--- config.mk ---
export PLATFORM = sky130hd
export DESIGN_NAME = biquad_iir_filter_core_flat
export DESIGN_NICKNAME = d
export VERILOG_FILES = /design/src/rtl/bqd_pkg.sv /design/src/rtl/bqd_stream_if.sv /design/src/rtl/bqd_csr.sv /design/src/rtl/bqd_mac.sv /design/src/rtl/biquad_iir_filter_core.sv /design/src/flat_wrapper.sv
export SDC_FILE = /design/constraint.sdc
export NUM_CORES = 2
export LEC_CHECK = 0
export CAP_MARGIN = 20
export CORE_MARGIN = 10
export CORE_UTILIZATION = 53
export CTS_BUF_LIST = sky130_fd_sc_hd__clkbuf_16
export CTS_CLUSTER_DIAMETER = 120
export DETAILED_ROUTE_END_ITERATION = 7
export DONT_BUFFER_PORTS = 1
export PLACE_DENSITY = 0.68
export SLEW_MARGIN = 20
export SYNTH_ARGS = -nofsm -noshare
export SYNTH_HDL_FRONTEND = slang
export SYNTH_HIERARCHICAL = 1
export SYNTH_SLANG_ARGS = --single-unit
--- constraint.sdc ---
create_clock -name clock -period 10.37 [get_ports clock]
set_input_delay 2.074 -clock clock [delete_from_list [all_inputs] [get_ports clock]]
set_output_delay 2.074 -clock clock [all_outputs]
set_load 0.02 [all_outputs]
--- src/rtl/bqd_pkg.sv ---
// Shared types, widths and register indexes for the biquad filter core.
// No dependencies; every other file in rtl/ refers to this package.
`default_nettype none

package bqd_pkg;

   localparam int SAMPLE_WIDTH_DEF = 16;
   localparam int COEF_FRAC_DEF    = 28;

   localparam int COEF_W = 32;
   localparam int OP_W   = 32;             // second multiplier operand: x, y or clamped sum
   localparam int PROD_W = COEF_W + OP_W;
   localparam int OUT_W  = 24;
   localparam int SUM_W  = 32;             // sum is clamped to this before the gain multiply

   localparam int NUM_REGS  = 6;
   localparam int CSR_IDX_W = 3;

   localparam logic [CSR_IDX_W-1:0] REG_GAIN = CSR_IDX_W'(0);
   localparam logic [CSR_IDX_W-1:0] REG_FF0  = CSR_IDX_W'(1);
   localparam logic [CSR_IDX_W-1:0] REG_FF1  = CSR_IDX_W'(2);
   localparam logic [CSR_IDX_W-1:0] REG_FF2  = CSR_IDX_W'(3);
   localparam logic [CSR_IDX_W-1:0] REG_FB1  = CSR_IDX_W'(4);
   localparam logic [CSR_IDX_W-1:0] REG_FB2  = CSR_IDX_W'(5);

   localparam logic [COEF_W-1:0] COEF_ONE_RESET = 32'h1000_0000;

   typedef logic [NUM_REGS-1:0][COEF_W-1:0] coef_bank_type;

   typedef struct packed {
      logic clear;    // zero the accumulator
      logic issue;    // load a new product
      logic accum;    // the product issued now is summed next cycle
      logic sub;      // ... and subtracted
   } mac_ctrl_type;

   // width of a product after the fractional bits are rounded off
   function automatic int rnd_width(input int frac);
      return PROD_W - frac;
   endfunction

   // five rounded products summed, with headroom
   function automatic int acc_width(input int frac);
      return PROD_W - frac + 3;
   endfunction

endpackage

`default_nettype wire

--- src/rtl/bqd_stream_if.sv ---
// Valid/ready channel interfaces for sample requests and filtered responses.
// Depends on bqd_pkg for default widths.
`default_nettype none

interface bqd_req_if #(
   parameter int SAMPLE_WIDTH = bqd_pkg::SAMPLE_WIDTH_DEF
) ();
   logic                           valid;
   logic                           ready;
   logic signed [SAMPLE_WIDTH-1:0] sample_in;

   modport source (output valid, output sample_in, input ready);
   modport sink   (input valid, input sample_in, output ready);
endinterface

interface bqd_rsp_if ();
   logic                             valid;
   logic                             ready;
   logic signed [bqd_pkg::OUT_W-1:0] sample_out;
   logic                             clipped;

   modport source (output valid, output sample_out, output clipped, input ready);
   modport sink   (input valid, input sample_out, input clipped, output ready);
endinterface

`default_nettype wire

--- src/rtl/bqd_csr.sv ---
// Coefficient and gain register bank, written through the plain csr port.
// Depends on bqd_pkg. Resets to a unity-gain bypass.
`default_nettype none

module bqd_csr (
   input  wire logic                              clock,
   input  wire logic                              reset,
   input  wire logic                              wr_en,
   input  wire logic [bqd_pkg::CSR_IDX_W-1:0]     wr_index,
   input  wire logic [bqd_pkg::COEF_W-1:0]        wr_data,
   output      bqd_pkg::coef_bank_type            bank
);

   bqd_pkg::coef_bank_type regs_ff;

   always_ff @(posedge clock) begin
      if (reset) begin
         // gain and b0 at 1.0, everything else zero
         for (int i = 0; i < bqd_pkg::NUM_REGS; i++) begin
            if ((bqd_pkg::CSR_IDX_W'(i) == bqd_pkg::REG_GAIN) ||
                (bqd_pkg::CSR_IDX_W'(i) == bqd_pkg::REG_FF0)) begin
               regs_ff[i] <= bqd_pkg::COEF_ONE_RESET;
            end else begin
               regs_ff[i] <= '0;
            end
         end
      end else if (wr_en) begin
         // indexes past the last register are dropped
         for (int i = 0; i < bqd_pkg::NUM_REGS; i++) begin
            if (wr_index == bqd_pkg::CSR_IDX_W'(i)) begin
               regs_ff[i] <= wr_data;
            end
         end
      end
   end

   assign bank = regs_ff;

endmodule

`default_nettype wire

--- src/rtl/bqd_mac.sv ---
// Shared multiply-round-accumulate unit: one registered 32x32 product per cycle,
// rounded to nearest, summed into a wide accumulator. Depends on bqd_pkg.
`default_nettype none

module bqd_mac #(
   parameter int COEF_FRAC_BITS = bqd_pkg::COEF_FRAC_DEF,
   parameter int RND_W          = bqd_pkg::rnd_width(COEF_FRAC_BITS),
   parameter int ACC_W          = bqd_pkg::acc_width(COEF_FRAC_BITS)
) (
   input  wire logic                              clock,
   input  wire logic                              reset,
   input  wire bqd_pkg::mac_ctrl_type             ctrl,
   input  wire logic signed [bqd_pkg::COEF_W-1:0] op_a,
   input  wire logic signed [bqd_pkg::OP_W-1:0]   op_b,
   output      logic signed [ACC_W-1:0]           acc,
   output      logic signed [RND_W-1:0]           rnd
);

   localparam int PROD_W = bqd_pkg::PROD_W;
   localparam logic signed [PROD_W-1:0] HALF = PROD_W'(1) << (COEF_FRAC_BITS - 1);

   logic signed [PROD_W-1:0] prod_ff;
   logic signed [PROD_W-1:0] biased;
   logic signed [ACC_W-1:0]  acc_ff;
   logic                     pend_ff;
   logic                     sub_ff;

   // floor((p + half) / 2^F): ties go toward plus infinity
   assign biased = prod_ff + HALF;
   assign rnd    = biased[PROD_W-1:COEF_FRAC_BITS];

   always_ff @(posedge clock) begin
      if (ctrl.issue) begin
         prod_ff <= PROD_W'(op_a) * PROD_W'(op_b);
      end
   end

   always_ff @(posedge clock) begin
      if (reset) begin
         pend_ff <= 1'b0;
         sub_ff  <= 1'b0;
      end else begin
         pend_ff <= ctrl.issue & ctrl.accum;
         sub_ff  <= ctrl.sub;
      end
   end

   always_ff @(posedge clock) begin
      if (ctrl.clear) begin
         acc_ff <= '0;
      end else if (pend_ff) begin
         if (sub_ff) begin
            acc_ff <= acc_ff - ACC_W'(rnd);
         end else begin
            acc_ff <= acc_ff + ACC_W'(rnd);
         end
      end
   end

   assign acc = acc_ff;

endmodule

`default_nettype wire

--- src/rtl/biquad_iir_filter_core.sv ---
// Biquad IIR section, direct form I, on one shared multiplier.
// A request is taken in idle and runs through five MAC steps, a drain, the gain
// multiply and a round/clamp step; with the single multiplier no new request is
// taken until it is idle again. The response register lets the next request in
// while a result waits; the core holds in its last step only if it is still full.
// Reset (synchronous, active high) clears history and loads bypass coefficients.
`default_nettype none

module biquad_iir_filter_core #(
   parameter int SAMPLE_WIDTH   = bqd_pkg::SAMPLE_WIDTH_DEF,
   parameter int COEF_FRAC_BITS = bqd_pkg::COEF_FRAC_DEF
) (
   input  wire logic                          clock,
   input  wire logic                          reset,
   bqd_req_if.sink                            req_if,
   bqd_rsp_if.source                          rsp_if,
   input  wire logic                          csr_wr_en,
   input  wire logic [bqd_pkg::CSR_IDX_W-1:0] csr_index,
   input  wire logic [bqd_pkg::COEF_W-1:0]    csr_wdata
);

   localparam int RND_W  = bqd_pkg::rnd_width(COEF_FRAC_BITS);
   localparam int ACC_W  = bqd_pkg::acc_width(COEF_FRAC_BITS);
   localparam int OUT_W  = bqd_pkg::OUT_W;
   localparam int SUM_W  = bqd_pkg::SUM_W;
   localparam int OP_W   = bqd_pkg::OP_W;
   localparam int COEF_W = bqd_pkg::COEF_W;

   localparam logic signed [SUM_W-1:0] SUM_MAX = {1'b0, {(SUM_W-1){1'b1}}};
   localparam logic signed [SUM_W-1:0] SUM_MIN = {1'b1, {(SUM_W-1){1'b0}}};
   localparam logic signed [OUT_W-1:0] OUT_MAX = {1'b0, {(OUT_W-1){1'b1}}};
   localparam logic signed [OUT_W-1:0] OUT_MIN = {1'b1, {(OUT_W-1){1'b0}}};

   localparam logic [2:0] STEP_FF0 = 3'd0;
   localparam logic [2:0] STEP_FF1 = 3'd1;
   localparam logic [2:0] STEP_FF2 = 3'd2;
   localparam logic [2:0] STEP_FB1 = 3'd3;
   localparam logic [2:0] STEP_FB2 = 3'd4;

   typedef enum logic [2:0] {
      ST_IDLE,
      ST_MUL,
      ST_DRAIN,
      ST_GAIN,
      ST_FIN
   } state_type;

   state_type state_ff;
   logic [2:0] step_ff;

   logic signed [SAMPLE_WIDTH-1:0] x0_ff, x1_ff, x2_ff;
   logic signed [OUT_W-1:0]        y1_ff, y2_ff;
   logic                           clip_ff;

   logic                    rsp_valid_ff;
   logic signed [OUT_W-1:0] rsp_sample_ff;
   logic                    rsp_clip_ff;

   bqd_pkg::coef_bank_type     bank;
   bqd_pkg::mac_ctrl_type      mac_ctrl;
   logic signed [COEF_W-1:0]   op_a;
   logic signed [OP_W-1:0]     op_b;
   logic signed [ACC_W-1:0]    acc;
   logic signed [RND_W-1:0]    rnd;

   logic                    accept;
   logic                    sum_fits;
   logic signed [SUM_W-1:0] sum_sat;
   logic                    y_fits;
   logic signed [OUT_W-1:0] y_sat;
   logic                    out_free;

   bqd_csr u_csr (
      .clock    (clock),
      .reset    (reset),
      .wr_en    (csr_wr_en),
      .wr_index (csr_index),
      .wr_data  (csr_wdata),
      .bank     (bank)
   );

   bqd_mac #(
      .COEF_FRAC_BITS (COEF_FRAC_BITS),
      .RND_W          (RND_W),
      .ACC_W          (ACC_W)
   ) u_mac (
      .clock (clock),
      .reset (reset),
      .ctrl  (mac_ctrl),
      .op_a  (op_a),
      .op_b  (op_b),
      .acc   (acc),
      .rnd   (rnd)
   );

   assign req_if.ready = (state_ff == ST_IDLE);
   assign accept       = req_if.valid & req_if.ready;
   assign out_free     = ~rsp_valid_ff | rsp_if.ready;

   // clamp the sum to 32 bits before the gain multiply
   assign sum_fits = (&acc[ACC_W-1:SUM_W-1]) | ~(|acc[ACC_W-1:SUM_W-1]);
   assign sum_sat  = sum_fits ? acc[SUM_W-1:0] : (acc[ACC_W-1] ? SUM_MIN : SUM_MAX);

   assign y_fits = (&rnd[RND_W-1:OUT_W-1]) | ~(|rnd[RND_W-1:OUT_W-1]);
   assign y_sat  = y_fits ? rnd[OUT_W-1:0] : (rnd[RND_W-1] ? OUT_MIN : OUT_MAX);

   always_comb begin
      op_a = $signed(bank[bqd_pkg::REG_FF0]);
      op_b = OP_W'(x0_ff);
      if (state_ff == ST_GAIN) begin
         op_a = $signed(bank[bqd_pkg::REG_GAIN]);
         op_b = OP_W'(sum_sat);
      end else begin
         case (step_ff)
            STEP_FF0: begin
               op_a = $signed(bank[bqd_pkg::REG_FF0]);
               op_b = OP_W'(x0_ff);
            end
            STEP_FF1: begin
               op_a = $signed(bank[bqd_pkg::REG_FF1]);
               op_b = OP_W'(x1_ff);
            end
            STEP_FF2: begin
               op_a = $signed(bank[bqd_pkg::REG_FF2]);
               op_b = OP_W'(x2_ff);
            end
            STEP_FB1: begin
               op_a = $signed(bank[bqd_pkg::REG_FB1]);
               op_b = OP_W'(y1_ff);
            end
            STEP_FB2: begin
               op_a = $signed(bank[bqd_pkg::REG_FB2]);
               op_b = OP_W'(y2_ff);
            end
            default: begin
               op_a = $signed(bank[bqd_pkg::REG_FF0]);
               op_b = OP_W'(x0_ff);
            end
         endcase
      end
   end

   always_comb begin
      mac_ctrl.clear = accept;
      mac_ctrl.issue = (state_ff == ST_MUL) | (state_ff == ST_GAIN);
      mac_ctrl.accum = (state_ff == ST_MUL);
      mac_ctrl.sub   = (step_ff == STEP_FB1) | (step_ff == STEP_FB2);
   end

   always_ff @(posedge clock) begin
      if (reset) begin
         state_ff     <= ST_IDLE;
         step_ff      <= STEP_FF0;
         rsp_valid_ff <= 1'b0;
         x1_ff        <= '0;
         x2_ff        <= '0;
         y1_ff        <= '0;
         y2_ff        <= '0;
      end else begin
         if ((state_ff == ST_FIN) && out_free) begin
            rsp_valid_ff <= 1'b1;
         end else if (rsp_if.ready) begin
            rsp_valid_ff <= 1'b0;
         end
         case (state_ff)
            ST_IDLE: begin
               if (req_if.valid) begin
                  x0_ff    <= SAMPLE_WIDTH'(req_if.sample_in);
                  step_ff  <= STEP_FF0;
                  state_ff <= ST_MUL;
               end
            end
            ST_MUL: begin
               step_ff <= step_ff + 3'd1;
               if (step_ff == STEP_FB2) begin
                  state_ff <= ST_DRAIN;
               end
            end
            ST_DRAIN: begin
               state_ff <= ST_GAIN;
            end
            ST_GAIN: begin
               clip_ff  <= ~sum_fits;
               state_ff <= ST_FIN;
            end
            ST_FIN: begin
               if (out_free) begin
                  rsp_sample_ff <= y_sat;
                  rsp_clip_ff   <= clip_ff | ~y_fits;
                  x2_ff         <= x1_ff;
                  x1_ff         <= x0_ff;
                  y2_ff         <= y1_ff;
                  y1_ff         <= y_sat;
                  state_ff      <= ST_IDLE;
               end
            end
            default: begin
               state_ff <= ST_IDLE;
            end
         endcase
      end
   end

   assign rsp_if.valid      = rsp_valid_ff;
   assign rsp_if.sample_out = rsp_sample_ff;
   assign rsp_if.clipped    = rsp_clip_ff;

endmodule

`default_nettype wire

--- src/flat_wrapper.sv ---
// flat-port wrapper written by rule: the top's interface ports become plain ports
module biquad_iir_filter_core_flat 
#(
   parameter int SAMPLE_WIDTH   = bqd_pkg::SAMPLE_WIDTH_DEF,
   parameter int COEF_FRAC_BITS = bqd_pkg::COEF_FRAC_DEF
)
  (clock, reset, csr_wr_en, csr_index, csr_wdata, req_if_valid, req_if_sample_in, req_if_ready, rsp_if_valid, rsp_if_sample_out, rsp_if_clipped, rsp_if_ready);
  bqd_req_if #(.SAMPLE_WIDTH(SAMPLE_WIDTH)) req_if_i ();
  bqd_rsp_if rsp_if_i ();
  input  wire logic clock;
  input  wire logic reset;
  input  wire logic csr_wr_en;
  input  wire logic [bqd_pkg::CSR_IDX_W-1:0] csr_index;
  input  wire logic [bqd_pkg::COEF_W-1:0] csr_wdata;
  input wire logic [$bits(req_if_i.valid)-1:0] req_if_valid;
  input wire logic [$bits(req_if_i.sample_in)-1:0] req_if_sample_in;
  output wire logic [$bits(req_if_i.ready)-1:0] req_if_ready;
  output wire logic [$bits(rsp_if_i.valid)-1:0] rsp_if_valid;
  output wire logic [$bits(rsp_if_i.sample_out)-1:0] rsp_if_sample_out;
  output wire logic [$bits(rsp_if_i.clipped)-1:0] rsp_if_clipped;
  input wire logic [$bits(rsp_if_i.ready)-1:0] rsp_if_ready;
  assign req_if_i.valid = req_if_valid;
  assign req_if_i.sample_in = req_if_sample_in;
  assign req_if_ready = req_if_i.ready;
  assign rsp_if_valid = rsp_if_i.valid;
  assign rsp_if_sample_out = rsp_if_i.sample_out;
  assign rsp_if_clipped = rsp_if_i.clipped;
  assign rsp_if_i.ready = rsp_if_ready;
  biquad_iir_filter_core #(.SAMPLE_WIDTH(SAMPLE_WIDTH), .COEF_FRAC_BITS(COEF_FRAC_BITS)) u_core (.clock(clock), .reset(reset), .req_if(req_if_i), .rsp_if(rsp_if_i), .csr_wr_en(csr_wr_en), .csr_index(csr_index), .csr_wdata(csr_wdata));
endmodule
==> impl_metrics.sql <==
INSERT INTO impl_metrics (metric_group, metric, value, unit) VALUES
('global_routing', 'global_route_wire_length_before_repair', '255000', 'um'),
('clock_tree', 'cts-htree-levels', '2', ''),
('route', 'finalWirelength', '165000', 'um'),
('die', 'die_height', '345', 'um'),
('route', 'detailedRoute.firstPassIterationCount', '6', ''),
('die', 'die-area', '0.119', 'mm2'),
('logic_synthesis', 'synth_enable_flop_cells', '79', ''),
('worst_setup_path', 'regToRegSetupSlack', '0.27', 'ns'),
('power_and_ir_drop', 'combinationalPowerShare', '60.8', '%'),
('cells_and_area', 'layout-area-overhead-vs-synth', '9.31', '%'),
('logic_synthesis', 'post_synthesis_register_bit_count', '399', ''),
('worst_setup_path', 'worst_r2r_endpoint', 'u_core/u_mac/prod_ff[57]$_DFFE_PP_', ''),
('sta', 'hold_ws', '0.456', 'ns'),
('power_and_ir_drop', 'clock_power_share', '16.3', '%'),
('logic_synthesis', 'synthTopCellsByArea', 'sky130_fd_sc_hd__fa_1 39%, sky130_fd_sc_hd__dfxtp_1 11%, sky130_fd_sc_hd__inv_1 6.8%, sky130_fd_sc_hd__and2_1 5.7%, sky130_fd_sc_hd__ha_1 5.0%', ''),
('logic_synthesis', 'synth_area_per_cell', '9.30', 'um2'),
('sta', 'tightest_slew', '1.16', 'ns'),
('die', 'io_pins', '83', ''),
('hold_path', 'min_to', 'u_core/x2_ff[3]$_SDFFE_PP0P_', ''),
('worst_setup_path', 'timing.critical_path.slowest_cell_delay', '0.63', 'ns'),
('power_and_ir_drop', 'vdd_drop_max', '0.000178', 'V'),
('global_routing', 'gr-total-overflow', '0', ''),
('hold_path', 'cells_on_worst_hold_path', '2', ''),
('logic_synthesis', 'combined_area_of_all_synthesized_cells', '0.0558', 'mm2'),
('cells_and_area', 'proportion_of_layout_cells_with_a_drive_suffix_above_1', '7.32', '%'),
('logic_synthesis', 'post-synth-top-count-cell', 'sky130_fd_sc_hd__fa_1', ''),
('logic_synthesis', 'synthArstFlopShare', '0', '%'),
('worst_setup_path', 'start_kind', 'flop', ''),
('route', 'drt_iter0_markers', '3336', ''),
('placement', 'port_buffers', '0', ''),
('worst_setup_path', 'timing.critical_path.arrival', '10.39', 'ns'),
('route', 'drt-wirelength-per-cell', '22.3', 'um'),
('die', 'number_of_cell_rows', '119', ''),
('power_and_ir_drop', 'total_switching_power', '4100', 'uW'),
('power_and_ir_drop', 'leakage', '0.0283', 'uW'),
('logic_synthesis', 'synth.yosys.seq_area_share', '15.7', '%'),
('worst_setup_path', 'critical_path.endpoint_type', 'flop', ''),
('cells_and_area', 'fin_nets', '7318', ''),
('hold_path', 'hp-class', 'reg -> reg', ''),
('global_routing', 'overall_fraction_of_global_route_tracks_in_use', '27.7', '%'),
('logic_synthesis', 'syn_nets', '7369', ''),
('global_routing', 'largest_net_degree_at_the_start_of_global_routing', '318', ''),
('logic_synthesis', 'synth_largest_type_area_fraction', '38.8', '%'),
('logic_synthesis', 'synth_warn', '6', ''),
('route', 'route.detailed.vias_per_inst', '5.66', ''),
('placement', 'routabilityCongestion', '0.974', ''),
('cells_and_area', 'layout.cell_area.non_filler', '0.0610', 'mm2'),
('power_and_ir_drop', 'p_seq_share', '22.9', '%'),
('clock_tree', 'cts-root-buf', 'sky130_fd_sc_hd__clkbuf_16', ''),
('power_and_ir_drop', 'power_report.internal_total', '4800', 'uW'),
('clock_tree', 'cts_inserted_buffers', '39', ''),
('sta', 'worst_clock_skew', '0.0265', 'ns'),
('logic_synthesis', 'synthTopCellsByCount', '1082 x sky130_fd_sc_hd__fa_1, 1007 x sky130_fd_sc_hd__inv_1, 711 x sky130_fd_sc_hd__nand2_1, 513 x sky130_fd_sc_hd__and2_1, 320 x sky130_fd_sc_hd__dfxtp_1', ''),
('hold_path', 'hp-start', 'u_core/x2_ff[3]$_SDFFE_PP0P_', ''),
('worst_setup_path', 'worst_reg2reg_path_startpoint', 'u_core/step_ff[0]$_SDFFE_PP0P_', ''),
('route', 'drcViolationCount', '0', ''),
('clock_tree', 'clk_path_buf_depth', '3', ''),
('worst_setup_path', 'slowest_stage', 'sky130_fd_sc_hd__fa_1', ''),
('logic_synthesis', 'netlist_instances', '6006', ''),
('power_and_ir_drop', 'power.density_cell_area', '146', 'mW/mm2'),
('clock_tree', 'tritoncts', 'done', ''),
('outcome', 'outcome', 'finished clean', ''),
('die', 'die_width', '345', 'um'),
('sta', 'tns', '0', 'ns'),
('placement', 'hpwlAfterDp', '127000', 'um'),
('sta', 'relSlewSlack', '22.1', '%'),
('power_and_ir_drop', 'power_switching_share', '46.1', '%'),
('clock_tree', 'clock-sinks', '399', ''),
('clock_tree', 'clock_insertion_delay_worst_skew', '0.57', 'ns'),
('worst_setup_path', 'cp_data_required_time', '10.67', 'ns'),
('job', 'max-cap-violations', '0', '');
-- how the worst max path moves through the flow --
stage | startpoint | to | slack, ns | cells after the start
detailed placement | u_core/step_ff[0]$_SDFFE_PP0P_ | u_core/u_mac/prod_ff[57]$_DFFE_PP_ | 0.11 | 35
global route | u_core/step_ff[0]$_SDFFE_PP0P_ | u_core/u_mac/prod_ff[57]$_DFFE_PP_ | -0.01 | 31
finish | u_core/step_ff[0]$_SDFFE_PP0P_ | u_core/u_mac/prod_ff[57]$_DFFE_PP_ | 0.27 | 32
global placement | u_core/step_ff[0]$_SDFFE_PP0P_ | u_core/u_mac/prod_ff[57]$_DFFE_PP_ | 0.08 | 35
CTS | u_core/step_ff[0]$_SDFFE_PP0P_ | u_core/u_mac/prod_ff[57]$_DFFE_PP_ | 0.06 | 35
floorplan | u_core/step_ff[2]$_SDFFE_PP0P_ | u_core/u_mac/prod_ff[60]$_DFFE_PP_ | 1.18 | 36
-- registers in the layout, summed over array words and instances, names as in the netlist --
name / cells
u_core/u_csr/bank: 192
u_core/u_mac/acc: 39
u_core/u_mac/prod_ff: 37
u_core/rsp_if.sample_out: 24
u_core/y1_ff: 24
u_core/y2_ff: 24
u_core/x0_ff: 16
u_core/x1_ff: 16
u_core/x2_ff: 16
u_core/state_ff: 3
u_core/step_ff: 3
u_core/clip_ff: 1
u_core/rsp_if.clipped: 1
u_core/rsp_if.valid: 1
u_core/u_mac/pend_ff: 1
u_core/u_mac/sub_ff: 1
-- metrics by stage --
| step | total power, uW | utilization (%) | instances | setup slack (ns) |
|---|---|---|---|---|
| after CTS | 8760 | 57.5 | 7328 | 0.0560 |
| after global placement | 7220 | 56.3 | 7255 | 0.0781 |
| after detailed placement | 7310 | 56.3 | 7256 | 0.106 |
| after floorplan | 5370 | - | 6006 | 1.18 |
| final | 8890 | 58.1 | 7381 | 0.273 |
| after global routing | 9490 | 58.1 | 7378 | -0.0120 |
-- logic make-up after synthesis --
kind of cell	after synthesis	share of synthesized area, %
AND/OR/NAND/NOR	1924	17.4
XOR/XNOR	154	2.43
multiplexers	213	3.82
adder cells (fa/ha/maj)	1307	43.8
AO/OA/AOI/OAI	643	7.41
buffers and inverters	1366	9.38
flip-flops	399	15.7
-- cell type report --
cell class,instances,area [um2]
Antenna cell,4,10.0
Multi-Input combinational cell,4243,42800
Inverter,1008,3790
Clock buffer,40,1000
Timing Repair Buffer,264,2660
Fill cell,9188,43900
Tap cell,1391,1740
Clock inverter,32,259
Sequential cell,399,8780
-- layout by cell type, fill, tap and decap left out, drive strengths merged, types with 22 or more instances in the layout --
master     n
xnor2    119
a21o      22
ha       225
a31oi     25
a21oi    223
a41oi     33
and2     513
mux2i    212
clkbuf    40
dfxtp    320
a211oi    50
nor3      24
edfxtp    79
o21ai    116
nand3     59
nor2b     25
inv     1022
xor2      35
nand4     26
fa      1082
a22oi     84
nor2     232
nand2    711
buf      264
and3      24
nand2b   245
-- critical path: cells and delay by family (launching register included) --
family | cells | cell delay [ns]
compound gates | 8 | 1.76
simple gates | 6 | 1.47
flops | 1 | 0.34
buf+inv | 7 | 1.49
fa+ha+maj | 11 | 4.75
-- layer usage --
metal	vias up	routed length (um)	track usage (%)
met4	2	6450	8.96
met1	21500	67200	36.9
li1	18400	-	-
met3	322	12700	4.71
met2	1494	78200	45.8
met5	-	13	0
-- what timing repair did --
action / in CTS / in global routing
gates resized for setup: 0 / 17
buffers inserted: 0 / 45
hold buffers: 0 / 0
setup endpoints to repair: 0 / 21
-- power by group through the flow --
| stage | Clock, uW | Combinational [uW] | Sequential, uW |
|---|---|---|---|
| 2_1_floorplan | 0 | 3430 | 1930 |
| 3_3_place_gp | 0 | 5170 | 2060 |
| 3_5_place_dp | 0 | 5250 | 2060 |
| 4_1_cts | 1470 | 5270 | 2020 |
| 5_1_grt | 1530 | 5920 | 2040 |
| 6_report | 1450 | 5400 | 2040 |
Power figures use the tool's default switching activity.
